==> config.mk <==
export PLATFORM = sky130hd
export DESIGN_NAME = pidc_rate_div
export DESIGN_NICKNAME = d
export VERILOG_FILES = /design/src/rtl/pidc_pkg.sv /design/src/rtl/pidc_rate_div.sv
export SDC_FILE = /design/constraint.sdc
export NUM_CORES = 2
export LEC_CHECK = 0
export BUFFER_PORTS_ARGS = -buffer_cell sky130_fd_sc_hd__buf_2
export CAP_MARGIN = 10
export CELL_PAD_IN_SITES_DETAIL_PLACEMENT = 1
export CELL_PAD_IN_SITES_GLOBAL_PLACEMENT = 2
export CORE_ASPECT_RATIO = 2
export CORE_MARGIN = 2
export CORE_UTILIZATION = 45
export CTS_BUF_LIST = sky130_fd_sc_hd__clkbuf_8
export DETAILED_ROUTE_END_ITERATION = 10
export PLACE_DENSITY_LB_ADDON = 0.1
export REMOVE_ABC_BUFFERS = 1
export SLEW_MARGIN = 0
export SYNTH_ARGS = -nofsm -noshare
export SYNTH_HDL_FRONTEND = slang
export SYNTH_SLANG_ARGS = --single-unit
==> constraint.sdc <==
create_clock -name clk -period 10.7 [get_ports clk]
set_input_delay 2.14 -clock clk [delete_from_list [all_inputs] [get_ports clk]]
set_output_delay 2.14 -clock clk [all_outputs]
set_load 0.1 [all_outputs]
==> src/rtl/pidc_pkg.sv <==
`default_nettype none

package pidc_pkg;

    // field widths
    localparam int ERR_W      = 32;
    localparam int GAIN_W     = 24;
    localparam int LIMIT_W    = 31;
    localparam int TERM_W     = 32;
    localparam int SUM_W      = 34;
    localparam int FRAC_W     = 16;
    localparam int CFG_IDX_W  = 3;
    localparam int CFG_DATA_W = 31;

    // control tick rate in samples per second
    localparam int SAMPLE_RATE = 250;

    // register map
    typedef enum logic [CFG_IDX_W-1:0] {
        CFG_PROP_GAIN   = 3'd0,
        CFG_INTEG_GAIN  = 3'd1,
        CFG_DERIV_GAIN  = 3'd2,
        CFG_PROP_LIMIT  = 3'd3,
        CFG_INTEG_LIMIT = 3'd4,
        CFG_DERIV_LIMIT = 3'd5
    } cfg_reg_t;

    // datapath widths
    localparam int DIFF_W   = ERR_W + 1;
    localparam int PPROD_W  = ERR_W + GAIN_W + 1;
    localparam int DPROD_W  = DIFF_W + GAIN_W + 1;
    localparam int RATE_W   = $clog2(SAMPLE_RATE + 1) + 1;
    localparam int DSCALE_W = DPROD_W + RATE_W;
    localparam int CLAMP_W  = DSCALE_W - FRAC_W;
    localparam int Q_W      = PPROD_W - FRAC_W;

    localparam logic signed [RATE_W-1:0] RATE_S = RATE_W'(SAMPLE_RATE);
    localparam logic [TERM_W-1:0] TERM_MIN = {1'b1, {(TERM_W-1){1'b0}}};

    // floor division by the rate: bias to a non-negative numerator, then
    // multiply by a rounded-up reciprocal and shift
    localparam int BIAS_LOG    = ERR_W - 1 + GAIN_W - FRAC_W;
    localparam int NUM_W       = BIAS_LOG + 2;
    localparam int RATE_LOG    = $clog2(SAMPLE_RATE);
    localparam int RECIP_SHIFT = NUM_W + RATE_LOG;
    localparam int RECIP_W     = NUM_W + 1;
    localparam int SPLIT       = (NUM_W + 1) / 2;
    localparam int NUM_HI_W    = NUM_W - SPLIT;
    localparam int RECIP_HI_W  = RECIP_W - SPLIT;
    localparam int FULL_W      = NUM_W + RECIP_W;

    localparam logic [63:0] RATE_64   = 64'(SAMPLE_RATE);
    localparam logic [63:0] RECIP_64  = ((64'd1 << RECIP_SHIFT) + RATE_64 - 64'd1) / RATE_64;
    localparam logic [63:0] BIAS_Q_64 = ((64'd1 << BIAS_LOG) + RATE_64 - 64'd1) / RATE_64;

    localparam logic [RECIP_W-1:0] RECIP  = RECIP_W'(RECIP_64);
    localparam logic [NUM_W-1:0]   BIAS   = NUM_W'(BIAS_Q_64 * RATE_64);
    localparam logic [Q_W-1:0]     BIAS_Q = Q_W'(BIAS_Q_64);

    // load strobes of the divider stages
    typedef struct packed {
        logic load_parts;
        logic load_quot;
    } div_ctrl_t;

    // symmetric saturation to +/- lim
    function automatic logic signed [TERM_W-1:0] clamp_sym(
        input logic signed [CLAMP_W-1:0] v,
        input logic [LIMIT_W-1:0]        lim
    );
        logic signed [CLAMP_W-1:0] pos;
        logic signed [CLAMP_W-1:0] neg;
        logic signed [CLAMP_W-1:0] res;
        pos = $signed(CLAMP_W'(lim));
        neg = -pos;
        if (v > pos)
        begin
            res = pos;
        end
        else if (v < neg)
        begin
            res = neg;
        end
        else
        begin
            res = v;
        end
        return TERM_W'(res);
    endfunction

endpackage

`default_nettype wire

==> src/rtl/pidc_rate_div.sv <==
`default_nettype none

module pidc_rate_div (
    input  wire                              clk,
    input  wire [pidc_pkg::NUM_W-1:0]        num,
    input  wire pidc_pkg::div_ctrl_t         ctrl,
    output logic signed [pidc_pkg::Q_W-1:0]  quot
);
    import pidc_pkg::*;

    localparam int LL_W = 2 * SPLIT;
    localparam int LH_W = SPLIT + RECIP_HI_W;
    localparam int HL_W = NUM_HI_W + SPLIT;
    localparam int HH_W = NUM_HI_W + RECIP_HI_W;

    localparam logic [SPLIT-1:0]      RECIP_LO = RECIP[SPLIT-1:0];
    localparam logic [RECIP_HI_W-1:0] RECIP_HI = RECIP[RECIP_W-1:SPLIT];

    logic [SPLIT-1:0]    num_lo;
    logic [NUM_HI_W-1:0] num_hi;

    logic [LL_W-1:0] ll_reg, ll_next;
    logic [LH_W-1:0] lh_reg, lh_next;
    logic [HL_W-1:0] hl_reg, hl_next;
    logic [HH_W-1:0] hh_reg, hh_next;

    logic [FULL_W-1:0]        full;
    logic signed [Q_W-1:0]    quot_reg, quot_next;

    // partial products against the constant reciprocal
    assign num_lo  = num[SPLIT-1:0];
    assign num_hi  = num[NUM_W-1:SPLIT];
    assign ll_next = LL_W'(num_lo) * LL_W'(RECIP_LO);
    assign lh_next = LH_W'(num_lo) * LH_W'(RECIP_HI);
    assign hl_next = HL_W'(num_hi) * HL_W'(RECIP_LO);
    assign hh_next = HH_W'(num_hi) * HH_W'(RECIP_HI);

    always_ff @(posedge clk)
    begin
        if (ctrl.load_parts)
        begin
            ll_reg <= ll_next;
            lh_reg <= lh_next;
            hl_reg <= hl_next;
            hh_reg <= hh_next;
        end
    end

    // recombine, drop the fraction and remove the bias
    assign full = (FULL_W'(hh_reg) << (2 * SPLIT))
                + (FULL_W'(hl_reg) << SPLIT)
                + (FULL_W'(lh_reg) << SPLIT)
                + FULL_W'(ll_reg);
    assign quot_next = $signed(Q_W'(full >> RECIP_SHIFT) - BIAS_Q);

    always_ff @(posedge clk)
    begin
        if (ctrl.load_quot)
        begin
            quot_reg <= quot_next;
        end
    end

    assign quot = quot_reg;

endmodule

`default_nettype wire

# Yosys cells after proc, flatten, opt, wreduce, memory -nomap -nowiden
# Index checks and enable logic that the tools add are counted.
totals:
  reg_bits: 205
classes:
  n_addsub: 4
  multipliers: 4
ops:
  columns: ["op", "n"]
  rows:
  - ["adder 83 x 42 -> 83 bit", 1]
  - ["adder 83 x 62 -> 83 bit", 1]
  - ["adder 83 x 63 -> 83 bit", 1]
  - ["multiplier 21 x 21 -> 42 bit, second input constant", 1]
  - ["multiplier 20 x 21 -> 41 bit, second input constant", 1]
  - ["multiplier 21 x 20 -> 41 bit, second input constant", 1]
  - ["multiplier 20 x 20 -> 40 bit, second input constant", 1]
  - ["subtractor 34 x 32 -> 35 bit, second input constant", 1]

# Longest topological paths before layout
depth:
  ltp_word: 4
  ltp_mapped: 27
  depth_no_buf: 27

# Worst setup path before layout
# No wires, ideal clock.
synth_path:
  kind: "in2reg"
  start: "in num[38] in the netlist's numbering"
  end: "reg hh_reg[38] (data pin)"
  cell_stages: 25
  setup_time_ns: 0.263
  t_arrival_ns: 8.178
  required_ns: 10.437
  path_buffers: 0
  setup_slack_ns: 2.259
  path_cell_list: "ha_1 inv_1 fa_1 inv_1 fa_1 fa_1 inv_1 fa_1 inv_1 fa_1 inv_1 fa_1 inv_1 ha_1 nand2_1 o31a_1 nor3b_1 a211o_1 nand2_1 a211o_1 o21ai_0 o21ai_0 a2111oi_0 a311oi_1 xnor2_1"
synth_between:
  elab_chain_len: 1
synth_rtl:
  columns: ["element", "line", "source"]
  rows:
  - ["start: declaration", "pidc_rate_div.sv:5", "input wire [pidc_pkg::NUM_W-1:0] num,"]
  - ["multiplier 20 x 21 -> 41 bit", "pidc_rate_div.sv:36", "assign hh_next = HH_W'(num_hi) * HH_W'(RECIP_HI);"]
  - ["via hh_next[38]", "pidc_rate_div.sv:25", "logic [HH_W-1:0] hh_reg, hh_next;"]
  - ["end signal: assignment", "pidc_rate_div.sv:45", "hh_reg <= hh_next;"]
  - ["end: declaration", "pidc_rate_div.sv:25", null]
# The timed path passes the listed nets, and every way through them passes these cells.
# A chain may end at the register's enable or synchronous reset.

# Final worst setup path
layout_path:
  start: "in num[35] in the netlist's numbering"
  end: "reg hh_reg[39] (data pin)"
# Same word-level chain as after synthesis.

==> metrics.yaml <==
cts_resized: 0
netlist_area_um2: 36480
path_clk_slew_ns: 0.08
max_freq_mhz: 110.8
cp-end-kind: "register"
max_cap_viol_count: 0
nNetsFinal: 4977
ios: 85
syn_avg_cell_area_um2: 10.52
min_period_ns: 9.023
synth_edf_count: 178
ant_nets: 0
htreeDepth: 4
synth_common_cells: "inv_1, ha_1, fa_1"
worstMarginPinSlew_ns: 1.007
async_flop_share_pct: 0
clkLatencyLatePin_ns: 0.59
criticalPathCategory: "input pin to register"
cts_tree: "yes"
fillers: 8902
via_per_inst: 5.458
fin_skew_ns: 0.04398
dp.final_hpwl_um: 115500
drt-pass1-iter-count: 5
grt-ovfl-total: 0
clockRootBuffer: "clkbuf_8"
grt_usage_pct: 32.67
synthMostInstantiatedCell: "inv_1"
die_h_um: 406.6
max_slew_margin_pct: 32.89
hold_class: "register to register"
yosys_register_bits: 178
die_w_um: 205.3
drt_iter0_drc: 812
slew_violations: 0
hold_viol: 0
cts_max_path_buffers: 3
start_util_pct: 45.38
vias: 25243
synthTopCellsByArea: "fa_1, ha_1, edfxtp_1, inv_1, xnor2_1"
synthCells: 3468
antenna_found_initial: 8
cts.sinks: 178
numCtsBuffers: 25
wl_um: 130600
synth_top_area_share_pct: 29.86
cp_max_fo: 13
finalSetupViolations: 0
largest_reg_flops: 42
synth_ff_type: "edfxtp_1"
run_status: "completed"
core_area_um2: 80380
grt_pass1_wl_um: 191000
cts_setup_buffers: 0
rsz0062_at_grt: "false"
synth_warnings: 0
first_global_vias: 30070
layout-drive-gt1-share_pct: 4.971
cp_data_arrival_time_ns: 9.34
io_buffers: 84
hold_buffers: 0
syn_to_final_growth_pct: 5.804
ys_seq_area_share_pct: 14.65
drcViolationCount: 0
multiInputGateArea_um2: 27650
place.gp.congestion: 1.011
start_kind: "input pin"
hold-worst-slack_ns: 0.6479
setup_tns_ns: 0
critPathRequiredTime_ns: 11.02
dieArea_um2: 83490
row_count: 147
ff_latch_area_um2: 5345
synth_cell_type_count: 94
synth_top_cell_by_area: "fa_1"
fin_crit_sh_pct: 84.33
wl_per_cell_um: 28.23
r2r_slack_ns: 4.42
grt_max_degree: 77
[logic make-up (layout without fill, tap and decap cells)]
kind of cell / after synthesis / in the layout / share of synthesized area (%)
compound gates: 446 / 446 / 8.428
xor+xnor: 169 / 169 / 4.058
fa+ha+maj: 1359 / 1359 / 57.81
buf+inv: 912 / 1025 / 9.577
flops: 178 / 178 / 14.65
mux: 1 / 1 / 0.03087
other cells: 0 / 1 / 0
simple gates: 403 / 403 / 5.447
[per-stage QoR]
step           cells  util, %  worst slack (ns)  instance area [um2]
2_1_floorplan   3450        -             2.259                36340
4_1_cts         4624    48.01             1.664                38590
6_report        4625    48.02             1.677                38590
3_5_place_dp    4591    47.50             1.069                38180
3_3_place_gp    4590    47.50             1.181                38180
5_1_grt         4625    48.02             1.306                38590
[final timing paths]
check | cells after the start | startpoint | endpoint
min reg2reg | 1 | hh_reg[40] | quot[33]
max | 27 | num[35] | hh_reg[39]
max reg2reg | 18 | lh_reg[9] | quot[25]
min | 1 | hh_reg[40] | quot[33]
[layer usage]
metal	vias to the layer above	part of all wire (%)	GRT usage [%]
met2	507	56	63.94
li1	11500	-	-
met1	12838	29	26.65
met5	-	0.072	0
met3	384	2.4	3.731
met4	14	13	33.28
[area by class of cell]
| class | count | area share, % |
|---|---|---|
| repair buffers | 98 | 1.371 |
| flip-flops and latches | 178 | 13.85 |
| clock inverters | 8 | 0.1751 |
| multi-input cells | 2378 | 71.63 |
| inverters | 894 | 8.695 |
| clock buffers | 25 | 0.8915 |
| well taps | 1043 | 3.381 |
| diodes | 1 | 0.006484 |
[cell usage in the layout (no fill, tap or decap), types with 13 or more instances in the layout]
master and n:
a211o_1 13, a21o_1 66, a21oi_1 134, a31oi_1 13, and2_1 15, buf_2 84, buf_4 13, clkbuf_8 25
edfxtp_1 178, fa_1 544, ha_1 814, inv_1 895, nand2_1 102, nand2b_1 19, nand3_1 33, nand4_1 15
nor2_1 109, nor2b_1 19, nor3_1 30, o21a_1 22, o21ai_0 64, o21bai_1 18, xnor2_1 117, xor2_1 52
[worst max-delay path, stage by stage]
cell	delay (ns)
buf_2	0.34
inv_1	0.42
fa_1	0.65
inv_1	0.05
fa_1	0.48
fa_1	0.55
inv_1	0.06
fa_1	0.53
inv_1	0.06
fa_1	0.54
inv_1	0.06
fa_1	0.50
inv_1	0.04
ha_1	0.35
nand3_1	0.14
nor2_1	0.07
nand2_1	0.10
nor2_1	0.10
o311ai_0	0.26
o211ai_1	0.34
nand4_1	0.22
a31oi_1	0.12
a41o_1	0.28
or4_1	0.43
a31o_2	0.25
a21oi_1	0.19
xnor2_1	0.08
Power is left out: the tool's default activity adds up to more than one toggle a clock period on the data nets, which glitch-free logic cannot reach.
